**src/design/ale_pkg.sv**
```systemverilog
// Shared constants, codes and controller/datapath interface types of the array list engine.
package ale_pkg;

  localparam int CAPACITY = 64;
  localparam int ADDR_W   = $clog2(CAPACITY);
  localparam int CNT_W    = $clog2(CAPACITY + 1);

  localparam int CMD_W    = 3;
  localparam int KEY_W    = 32;
  localparam int IDX_W    = 7;
  localparam int STATUS_W = 2;
  localparam int POS_W    = 6;
  localparam int TOTAL_W  = 7;

  localparam int IN_TDATA_W  = 48;
  localparam int OUT_TDATA_W = 16;

  typedef enum logic [CMD_W-1:0] {
    CMD_CLEAR    = 3'd0,
    CMD_INS_AT   = 3'd1,
    CMD_INS_SORT = 3'd2,
    CMD_LIN      = 3'd3,
    CMD_BIN      = 3'd4
  } cmd_e_t;

  typedef enum logic [STATUS_W-1:0] {
    ST_OK     = 2'd0,
    ST_FULL   = 2'd1,
    ST_RANGE  = 2'd2,
    ST_ABSENT = 2'd3
  } status_e_t;

  typedef enum logic [1:0] {
    POS_ZERO,
    POS_J,
    POS_MID
  } pos_sel_t;

  typedef enum logic [1:0] {
    RD_J,
    RD_JM1,
    RD_MID
  } rd_sel_t;

  typedef enum logic [3:0] {
    S_IDLE,
    S_DECIDE,
    S_SHIFT,
    S_SHIFT_WR,
    S_SORT,
    S_SORT_CHK,
    S_LIN,
    S_LIN_CHK,
    S_BIN,
    S_BIN_CHK,
    S_DONE
  } state_t;

  // controller -> datapath
  typedef struct packed {
    logic      load;
    logic      rd_en;
    rd_sel_t   rd_sel;
    logic      wr_en;
    logic      wr_key;
    logic      j_dec;
    logic      j_inc;
    logic      bin_lo;
    logic      bin_hi;
    logic      clear;
    logic      cnt_inc;
    logic      fin;
    status_e_t fin_status;
    pos_sel_t  fin_pos;
    logic      emit;
  } dp_cmd_t;

  // datapath -> controller
  typedef struct packed {
    logic [CMD_W-1:0] cmd;
    logic             full;
    logic             idx_over;
    logic             j_gt_idx;
    logic             j_zero;
    logic             j_lt_count;
    logic             bin_open;
    logic             rd_eq;
    logic             key_lt_rd;
    logic             rd_lt_key;
    logic             out_busy;
  } dp_stat_t;

endpackage

```
**src/design/ale_dp.sv**
```systemverilog
// Datapath of the array list engine: entry memory, indexes, count and result registers.
module ale_dp (
  input  logic                        clk,
  input  logic                        rst,
  input  logic [ale_pkg::CMD_W-1:0]   in_command,
  input  logic signed [ale_pkg::KEY_W-1:0] in_key,
  input  logic [ale_pkg::IDX_W-1:0]   in_slot_index,
  input  ale_pkg::dp_cmd_t            cmd,
  output ale_pkg::dp_stat_t           stat,
  output logic                        out_valid,
  input  logic                        out_ready,
  output logic [ale_pkg::STATUS_W-1:0] out_status,
  output logic [ale_pkg::POS_W-1:0]   out_position,
  output logic [ale_pkg::TOTAL_W-1:0] out_total
);

  logic [ale_pkg::CMD_W-1:0]        cmd_r;
  logic signed [ale_pkg::KEY_W-1:0] key_r;
  logic [ale_pkg::IDX_W-1:0]        idx_r;
  logic [ale_pkg::CNT_W-1:0]        count;
  logic [ale_pkg::CNT_W-1:0]        count_next;
  logic [ale_pkg::CNT_W-1:0]        j;
  logic signed [ale_pkg::CNT_W:0]   left;
  logic signed [ale_pkg::CNT_W:0]   right;
  logic signed [ale_pkg::CNT_W+1:0] mid_sum;
  logic [ale_pkg::ADDR_W-1:0]       mid;
  logic [ale_pkg::ADDR_W-1:0]       mid_calc;
  logic [ale_pkg::ADDR_W-1:0]       rd_addr;
  logic signed [ale_pkg::KEY_W-1:0] rdata;
  logic signed [ale_pkg::KEY_W-1:0] mem [ale_pkg::CAPACITY];
  logic [ale_pkg::STATUS_W-1:0]     res_status;
  logic [ale_pkg::POS_W-1:0]        res_pos;
  logic [ale_pkg::TOTAL_W-1:0]      res_total;

  // left and right are both in range whenever a midpoint is probed
  assign mid_sum  = (ale_pkg::CNT_W+2)'(left) + (ale_pkg::CNT_W+2)'(right);
  assign mid_calc = mid_sum[ale_pkg::ADDR_W:1];

  always_comb begin
    case (cmd.rd_sel)
      ale_pkg::RD_J:   rd_addr = j[ale_pkg::ADDR_W-1:0];
      ale_pkg::RD_JM1: rd_addr = ale_pkg::ADDR_W'(j - 1'b1);
      ale_pkg::RD_MID: rd_addr = mid_calc;
      default:         rd_addr = j[ale_pkg::ADDR_W-1:0];
    endcase
  end

  always_comb begin
    if (cmd.clear) begin
      count_next = '0;
    end else if (cmd.cnt_inc) begin
      count_next = count + 1'b1;
    end else begin
      count_next = count;
    end
  end

  // entry store: one write and one registered read per cycle
  always_ff @(posedge clk) begin
    if (cmd.wr_en) begin
      mem[j[ale_pkg::ADDR_W-1:0]] <= cmd.wr_key ? key_r : rdata;
    end
    if (cmd.rd_en) begin
      rdata <= mem[rd_addr];
    end
  end

  always_ff @(posedge clk) begin
    if (cmd.load) begin
      cmd_r <= in_command;
      key_r <= in_key;
      idx_r <= in_slot_index;
      j     <= (in_command == ale_pkg::CMD_LIN) ? '0 : count;
      left  <= '0;
      right <= $signed({1'b0, count}) - (ale_pkg::CNT_W+1)'(1);
    end else begin
      if (cmd.j_dec) begin
        j <= j - 1'b1;
      end else if (cmd.j_inc) begin
        j <= j + 1'b1;
      end
      if (cmd.bin_lo) begin
        left <= (ale_pkg::CNT_W+1)'(mid) + (ale_pkg::CNT_W+1)'(1);
      end
      if (cmd.bin_hi) begin
        right <= (ale_pkg::CNT_W+1)'(mid) - (ale_pkg::CNT_W+1)'(1);
      end
    end
    if (cmd.rd_en && cmd.rd_sel == ale_pkg::RD_MID) begin
      mid <= mid_calc;
    end
    if (cmd.fin) begin
      res_status <= cmd.fin_status;
      case (cmd.fin_pos)
        ale_pkg::POS_J:   res_pos <= ale_pkg::POS_W'(j);
        ale_pkg::POS_MID: res_pos <= ale_pkg::POS_W'(mid);
        default:          res_pos <= '0;
      endcase
      res_total <= ale_pkg::TOTAL_W'(count_next);
    end
    if (cmd.emit) begin
      out_status   <= res_status;
      out_position <= res_pos;
      out_total    <= res_total;
    end
  end

  always_ff @(posedge clk) begin
    if (rst) begin
      count     <= '0;
      out_valid <= 1'b0;
    end else begin
      count <= count_next;
      if (cmd.emit) begin
        out_valid <= 1'b1;
      end else if (out_ready) begin
        out_valid <= 1'b0;
      end
    end
  end

  always_comb begin
    stat.cmd        = cmd_r;
    stat.full       = count >= ale_pkg::CNT_W'(ale_pkg::CAPACITY);
    stat.idx_over   = 32'(idx_r) > 32'(count);
    stat.j_gt_idx   = 32'(j) > 32'(idx_r);
    stat.j_zero     = (j == '0);
    stat.j_lt_count = j < count;
    stat.bin_open   = left <= right;
    stat.rd_eq      = rdata == key_r;
    stat.key_lt_rd  = key_r < rdata;
    stat.rd_lt_key  = rdata < key_r;
    stat.out_busy   = out_valid && !out_ready;
  end

endmodule

```
**src/design/ale_ctrl.sv**
```systemverilog
// Controller state machine of the array list engine.
module ale_ctrl (
  input  logic              clk,
  input  logic              rst,
  input  logic              in_valid,
  output logic              in_ready,
  input  ale_pkg::dp_stat_t stat,
  output ale_pkg::dp_cmd_t  cmd
);

  ale_pkg::state_t state, state_next;

  always_ff @(posedge clk) begin
    if (rst) begin
      state <= ale_pkg::S_IDLE;
    end else begin
      state <= state_next;
    end
  end

  always_comb begin
    state_next = state;
    cmd        = '0;
    in_ready   = 1'b0;
    case (state)
      ale_pkg::S_IDLE: begin
        in_ready = 1'b1;
        if (in_valid) begin
          cmd.load   = 1'b1;
          state_next = ale_pkg::S_DECIDE;
        end
      end
      ale_pkg::S_DECIDE: begin
        case (stat.cmd)
          ale_pkg::CMD_CLEAR: begin
            cmd.clear      = 1'b1;
            cmd.fin        = 1'b1;
            cmd.fin_status = ale_pkg::ST_OK;
            cmd.fin_pos    = ale_pkg::POS_ZERO;
            state_next     = ale_pkg::S_DONE;
          end
          ale_pkg::CMD_INS_AT: begin
            if (stat.full) begin
              cmd.fin        = 1'b1;
              cmd.fin_status = ale_pkg::ST_FULL;
              state_next     = ale_pkg::S_DONE;
            end else if (stat.idx_over) begin
              cmd.fin        = 1'b1;
              cmd.fin_status = ale_pkg::ST_RANGE;
              state_next     = ale_pkg::S_DONE;
            end else begin
              state_next = ale_pkg::S_SHIFT;
            end
          end
          ale_pkg::CMD_INS_SORT: begin
            if (stat.full) begin
              cmd.fin        = 1'b1;
              cmd.fin_status = ale_pkg::ST_FULL;
              state_next     = ale_pkg::S_DONE;
            end else begin
              state_next = ale_pkg::S_SORT;
            end
          end
          ale_pkg::CMD_LIN: state_next = ale_pkg::S_LIN;
          ale_pkg::CMD_BIN: state_next = ale_pkg::S_BIN;
          default: begin
            cmd.fin        = 1'b1;
            cmd.fin_status = ale_pkg::ST_OK;
            cmd.fin_pos    = ale_pkg::POS_ZERO;
            state_next     = ale_pkg::S_DONE;
          end
        endcase
      end
      ale_pkg::S_SHIFT: begin
        if (stat.j_gt_idx) begin
          cmd.rd_en  = 1'b1;
          cmd.rd_sel = ale_pkg::RD_JM1;
          state_next = ale_pkg::S_SHIFT_WR;
        end else begin
          cmd.wr_en      = 1'b1;
          cmd.wr_key     = 1'b1;
          cmd.cnt_inc    = 1'b1;
          cmd.fin        = 1'b1;
          cmd.fin_status = ale_pkg::ST_OK;
          cmd.fin_pos    = ale_pkg::POS_J;
          state_next     = ale_pkg::S_DONE;
        end
      end
      ale_pkg::S_SHIFT_WR: begin
        cmd.wr_en  = 1'b1;
        cmd.j_dec  = 1'b1;
        state_next = ale_pkg::S_SHIFT;
      end
      ale_pkg::S_SORT: begin
        if (!stat.j_zero) begin
          cmd.rd_en  = 1'b1;
          cmd.rd_sel = ale_pkg::RD_JM1;
          state_next = ale_pkg::S_SORT_CHK;
        end else begin
          cmd.wr_en      = 1'b1;
          cmd.wr_key     = 1'b1;
          cmd.cnt_inc    = 1'b1;
          cmd.fin        = 1'b1;
          cmd.fin_status = ale_pkg::ST_OK;
          cmd.fin_pos    = ale_pkg::POS_J;
          state_next     = ale_pkg::S_DONE;
        end
      end
      ale_pkg::S_SORT_CHK: begin
        if (stat.key_lt_rd) begin
          cmd.wr_en  = 1'b1;
          cmd.j_dec  = 1'b1;
          state_next = ale_pkg::S_SORT;
        end else begin
          cmd.wr_en      = 1'b1;
          cmd.wr_key     = 1'b1;
          cmd.cnt_inc    = 1'b1;
          cmd.fin        = 1'b1;
          cmd.fin_status = ale_pkg::ST_OK;
          cmd.fin_pos    = ale_pkg::POS_J;
          state_next     = ale_pkg::S_DONE;
        end
      end
      ale_pkg::S_LIN: begin
        if (stat.j_lt_count) begin
          cmd.rd_en  = 1'b1;
          cmd.rd_sel = ale_pkg::RD_J;
          state_next = ale_pkg::S_LIN_CHK;
        end else begin
          cmd.fin        = 1'b1;
          cmd.fin_status = ale_pkg::ST_ABSENT;
          state_next     = ale_pkg::S_DONE;
        end
      end
      ale_pkg::S_LIN_CHK: begin
        if (stat.rd_eq) begin
          cmd.fin        = 1'b1;
          cmd.fin_status = ale_pkg::ST_OK;
          cmd.fin_pos    = ale_pkg::POS_J;
          state_next     = ale_pkg::S_DONE;
        end else begin
          cmd.j_inc  = 1'b1;
          state_next = ale_pkg::S_LIN;
        end
      end
      ale_pkg::S_BIN: begin
        if (stat.bin_open) begin
          cmd.rd_en  = 1'b1;
          cmd.rd_sel = ale_pkg::RD_MID;
          state_next = ale_pkg::S_BIN_CHK;
        end else begin
          cmd.fin        = 1'b1;
          cmd.fin_status = ale_pkg::ST_ABSENT;
          state_next     = ale_pkg::S_DONE;
        end
      end
      ale_pkg::S_BIN_CHK: begin
        if (stat.rd_eq) begin
          cmd.fin        = 1'b1;
          cmd.fin_status = ale_pkg::ST_OK;
          cmd.fin_pos    = ale_pkg::POS_MID;
          state_next     = ale_pkg::S_DONE;
        end else begin
          if (stat.rd_lt_key) begin
            cmd.bin_lo = 1'b1;
          end else begin
            cmd.bin_hi = 1'b1;
          end
          state_next = ale_pkg::S_BIN;
        end
      end
      ale_pkg::S_DONE: begin
        if (!stat.out_busy) begin
          cmd.emit   = 1'b1;
          state_next = ale_pkg::S_IDLE;
        end
      end
      default: state_next = ale_pkg::S_IDLE;
    endcase
  end

endmodule

```
**src/design/array_list_engine.sv**
```systemverilog
// Top level of the array list engine: stream ports, controller and datapath.
//
// Bounded list of up to 64 signed 32-bit keys held in a single-port-write,
// registered-read entry memory. Each input item carries one command (clear,
// insert at index, sorted insert, linear search, binary search) and yields
// exactly one result item with a status, a position and the entry count
// after the command. Items are handled one at a time. Insert at index and
// sorted insert move one entry at a time (read the entry below, then write
// it one slot up). Linear search probes one entry at a time, binary search
// one midpoint at a time. This stepping is set by the single read port and
// its registered output. A finished result sits in an output register: the
// engine goes back to accepting the next item as soon as that register is
// free or is being drained. The entry memory has no reset; only entries
// below the count are ever read.
module array_list_engine (
  input  logic                               clk,
  input  logic                               rst,
  input  logic                               s_tvalid,
  output logic                               s_tready,
  // [2:0] command, [34:3] key, [41:35] slot_index, [47:42] zero
  input  logic [ale_pkg::IN_TDATA_W-1:0]     s_tdata,
  output logic                               m_tvalid,
  input  logic                               m_tready,
  // [1:0] status, [7:2] position, [14:8] element_total, [15] zero
  output logic [ale_pkg::OUT_TDATA_W-1:0]    m_tdata
);

  localparam int KEY_LO = ale_pkg::CMD_W;
  localparam int IDX_LO = KEY_LO + ale_pkg::KEY_W;
  localparam int IN_USED = IDX_LO + ale_pkg::IDX_W;
  localparam int OUT_USED = ale_pkg::STATUS_W + ale_pkg::POS_W + ale_pkg::TOTAL_W;

  ale_pkg::dp_cmd_t  cmd;
  ale_pkg::dp_stat_t stat;

  logic [ale_pkg::CMD_W-1:0]        in_command;
  logic signed [ale_pkg::KEY_W-1:0] in_key;
  logic [ale_pkg::IDX_W-1:0]        in_slot_index;
  logic [ale_pkg::STATUS_W-1:0]     out_status;
  logic [ale_pkg::POS_W-1:0]        out_position;
  logic [ale_pkg::TOTAL_W-1:0]      out_total;

  // unpack input item; padding bits above IN_USED are ignored
  assign in_command    = s_tdata[ale_pkg::CMD_W-1:0];
  assign in_key        = $signed(s_tdata[IDX_LO-1:KEY_LO]);
  assign in_slot_index = s_tdata[IN_USED-1:IDX_LO];

  assign m_tdata = {(ale_pkg::OUT_TDATA_W - OUT_USED)'(0), out_total, out_position, out_status};

  ale_ctrl u_ctrl (
    .clk      (clk),
    .rst      (rst),
    .in_valid (s_tvalid),
    .in_ready (s_tready),
    .stat     (stat),
    .cmd      (cmd)
  );

  ale_dp u_dp (
    .clk           (clk),
    .rst           (rst),
    .in_command    (in_command),
    .in_key        (in_key),
    .in_slot_index (in_slot_index),
    .cmd           (cmd),
    .stat          (stat),
    .out_valid     (m_tvalid),
    .out_ready     (m_tready),
    .out_status    (out_status),
    .out_position  (out_position),
    .out_total     (out_total)
  );

`ifndef NO_ASSERTIONS
  // reported count never goes beyond the list capacity
  a_total_bound: assert property (@(posedge clk) disable iff (rst)
    m_tvalid |-> (32'(out_total) <= ale_pkg::CAPACITY))
    else $error("element_total above capacity");

  // every failing status reports position zero
  a_fail_pos: assert property (@(posedge clk) disable iff (rst)
    (m_tvalid && out_status != ale_pkg::ST_OK) |-> (out_position == '0))
    else $error("nonzero position on failed command");

  // one item at a time: no accept right after an accept
  a_one_at_a_time: assert property (@(posedge clk) disable iff (rst)
    (s_tvalid && s_tready) |=> !s_tready)
    else $error("input accepted while previous item in work");

  // a result is only pushed into a free output register
  a_emit_free: assert property (@(posedge clk) disable iff (rst)
    cmd.emit |-> !(m_tvalid && !m_tready))
    else $error("result overwrote pending output");
`endif

endmodule

```
**config.mk**
```make
export PLATFORM = sky130hd
export DESIGN_NAME = array_list_engine
export DESIGN_NICKNAME = d
export VERILOG_FILES = /design/src/design/ale_pkg.sv /design/src/design/ale_dp.sv /design/src/design/ale_ctrl.sv /design/src/design/array_list_engine.sv
export SDC_FILE = /design/constraint.sdc
export NUM_CORES = 2
export LEC_CHECK = 0
export ABC_AREA = 1
export BUFFER_PORTS_ARGS = -buffer_cell sky130_fd_sc_hd__buf_2
export CORE_ASPECT_RATIO = 1.2
export CORE_MARGIN = 2
export CORE_UTILIZATION = 50
export DETAILED_ROUTE_END_ITERATION = 16
export PLACE_DENSITY = 0.71
export SETUP_SLACK_MARGIN = 0.1
export SYNTH_ARGS = -nofsm -noshare
export SYNTH_HDL_FRONTEND = slang
export SYNTH_SLANG_ARGS = --single-unit
```
**constraint.sdc**
```tcl
create_clock -name clk -period 13.4 [get_ports clk]
set_input_delay 4.02 -clock clk [delete_from_list [all_inputs] [get_ports clk]]
set_output_delay 4.02 -clock clk [all_outputs]
set_load 0.05 [all_outputs]
```
==> flow_metrics.env <==
export IMPL_cp_data_arrival_time_ns=8.02
export IMPL_hold_ws_ns=0.4198
export IMPL_cts_buf_count=197
export IMPL_synth_edf_count=2173
export IMPL_synth_top_cell_area_share_pct=71.86
export IMPL_synthesis_area_um2=90810
export IMPL_critical_path_max_stage_delay_ns=0.86
export IMPL_initialDrtViolationCount=7562
export IMPL_outcome="completed"
export IMPL_place_hpwl_mm=127.1
export IMPL_regArea_um2=65630
export IMPL_worstPathBufferInverterCount=4
export IMPL_synthMostInstantiatedCell="edfxtp_1"
export IMPL_fin_setup_tns_ns=0
export IMPL_postSynthNetCount=7444
export IMPL_max_cap_violations=0
export IMPL_die_height_um=470.8
export IMPL_critical_path_top_delay_family="buffers and inverters"
export IMPL_path_common_cell="nand3_1"
export IMPL_route_detailed_drc=0
export IMPL_area_delta_synth_final_pct=10.66
export IMPL_worstHoldPathType="reg2reg"
export IMPL_synth_seq_cells=2192
export IMPL_cts_hold_buffers_added=0
export IMPL_finalWeightedCongestion=0.9201
export IMPL_nets=7391
export IMPL_crit_path_cell_trace="ha_1 > nand2_1 > o21ai_0 > nand2_1 > o211ai_1 > nand2_1 > o21ai_0 > ha_1 > inv_2 > nand3_1 > nand2_8 > inv_8 > buf_12 > buf_4 > o21ai_0 > nand3_1 > nand3_1 > nand3_1 > nand3_1 > nand2_1"
export IMPL_timing_setup_critical_path_class="reg2reg"
export IMPL_postCtsResizedCells=0
export IMPL_grt_start_max_net_pins=217
export IMPL_globalRouteTotalUtil_pct=25.77
export IMPL_synth_yosys_warnings=0
export IMPL_cts_tree="yes"
export IMPL_grt_pass1_vias=55750
export IMPL_synth_area_per_inst_um2=12.42
export IMPL_final_hold_violation_count=0
export IMPL_rsz0062_at_grt="false"
export IMPL_num_vias=58490
export IMPL_drv_slew=0
export IMPL_fin_crit_ns=7.332
export IMPL_ys_top_cells_by_count="2173 x edfxtp_1, 1149 x nor2_1, 782 x nand2_1"
export IMPL_fin_util_pct=55.58
export IMPL_clock_fmax_mhz=136.4
export IMPL_worst_slew_pin_transition_ns=1.212
export IMPL_detail_route_antenna_nets=0
export IMPL_global_route_overflow_total=0
export IMPL_initial_utilization_pct=50.23
export IMPL_clock_skew_ns=0.03371
export IMPL_multi_input_area_um2=23190
export IMPL_timing_critical_path_fanout_max=215
export IMPL_cts_setup_buffers=0
export IMPL_synth_area_leaders="edfxtp_1 72%, nor2_1 4.7%, o21ai_0 4.0%, nand3_1 3.7%, o211ai_1 3.5%"
export IMPL_clock_insertion_delay_worst_skew_ns=0.85
export IMPL_drt_pass1_iterations=8
export IMPL_timing_final_setup_violations=0
export IMPL_tritoncts_num_sinks=2192
export IMPL_finalCritPeriodShare_pct=54.71
export IMPL_cts_root_buffer="clkbuf_16"
export IMPL_slew_headroom_pct=19.01
export IMPL_wl_per_cell_um=24.45
export IMPL_synth_largest_area_cell="edfxtp_1"
export IMPL_final_fill_count=14170
export IMPL_portBuffers=62
export IMPL_endpoint_kind="register"
export IMPL_grt_antenna_before_repair=3
export IMPL_async_reset_ff_share_pct=0
export IMPL_grt_first_pass_wirelength_mm=353.0
export IMPL_fp_dieW_um=393.0
export IMPL_final_layout_size_suffix_gt1_share_pct=10.33
export IMPL_synth_seq_area_share_pct=72.28
export IMPL_floorplan_io_pins=70
export IMPL_placeableCoreArea_um2=180800
export IMPL_synth_cell_type_count=47
export IMPL_clock_tree_buffer_depth=3
export IMPL_required_ns=14.09
export IMPL_synth_flop_cell="edfxtp_1"
export IMPL_cell_count_after_synthesis=7314
export IMPL_rows=171
export IMPL_wirelength_mm=240.9
export IMPL_clk_pin_slew_ns=0.07
export IMPL_die_area_um2=185100
export IMPL_crit_path_top_delay_cell="buf_4"
export IMPL_viasPerCell=5.937
export IMPL_start_kind="register"
export IMPL_cts_htree_levels=4
-- cell usage in the layout, fill, tap and decap left out, types with 5 or more instances in the layout --
cell type	instances
buf_2	62
diode_2	8
dfxtp_1	19
o21ai_0	684
nand2_1	781
o211ai_1	421
inv_2	6
ha_1	77
nor2_4	64
clkinv_1	38
nor2_1	1085
clkbuf_16	203
buf_4	145
nand3_1	669
bufinv_16	22
clkbuf_1	55
inv_1	175
nand4_1	11
nor4_1	5
or2_2	169
nor3_1	9
a21oi_1	82
clkinv_2	29
or2_1	27
o21ai_1	114
or2_0	188
xor2_1	21
buf_12	5
o21ai_4	35
edfxtp_1	2173
-- area by class of cell --
type	instances	share of cell area, %
timing repair buffer	212	1.492
multi-input combinational	4474	23.08
tap	2422	3.016
sequential	2192	65.32
clock buffer	258	5.261
antenna	8	0.01992
inverter	184	0.7097
clock inverter	103	1.102
-- per-layer routing --
layer  global-route usage, %  up-vias  share of wire, %
met2                   41.37     2858                47
met4                   14.45        0               6.0
met1                   33.83    28840                38
met3                   3.573      544               8.5
met5                       0        -                 0
li1                        -    26260                 -
-- stage by stage --
| stage | worst slack, ns | cells | instance area [um2] |
|---|---|---|---|
| floorplan | 7.285 | 7314 | 90810 |
| global placement | 6.327 | 9484 | 94070 |
| detailed placement | 6.214 | 9484 | 94070 |
| CTS | 6.198 | 9845 | 100500 |
| global route | 5.565 | 9846 | 100500 |
| finish | 6.068 | 9853 | 100500 |
-- worst reg2reg max path, delay by kind of cell, from the launching register on --
family	cells	cell delay [ns]
AO/OA/AOI/OAI	4	0.98
buffers and inverters	4	2.86
AND/OR/NAND/NOR	10	1.87
adder cells (fa/ha/maj)	2	0.79
flip-flops	1	0.68
-- registers in the layout, summed over array words and instances (netlist names) --
signal             cells
u_dp.mem            2048
u_dp.key_r            32
u_dp.rdata            32
u_dp.right             8
u_dp.count             7
u_dp.idx_r             7
u_dp.j                 7
u_dp.left              7
u_dp.out_total         7
u_dp.res_total         7
u_dp.mid               6
u_dp.out_position      6
u_dp.res_pos           6
u_ctrl.state           4
u_dp.cmd_r             3
u_dp.out_status        2
u_dp.res_status        2
u_dp.out_valid         1
-- kinds of logic after synthesis --
logic type	count (synthesis)	share of synthesized area, %
DFF	2192	72.28
and+or+nand+nor	3021	14.58
other	1	0.004130
xor gates and xnor gates	22	0.2122
adders and majority gates	78	1.083
buffers and inverters	648	3.175
AOI/OAI and AO/OA	1352	8.671
-- worst paths after layout --
kind / startpoint / to / slack, ns / depth (start not counted)
hold reg to reg: u_dp.res_total[6] / u_dp.out_total[6] / 0.42 / 0
hold / removal: u_dp.res_total[6] / u_dp.out_total[6] / 0.42 / 0
setup reg to reg: u_dp.j[2] / u_dp.rdata[6] / 6.07 / 20
setup / recovery: u_dp.j[2] / u_dp.rdata[6] / 6.07 / 20
Power is not shown: default switching activity piles up to over one toggle a cycle in this logic, so the estimate is an artifact.
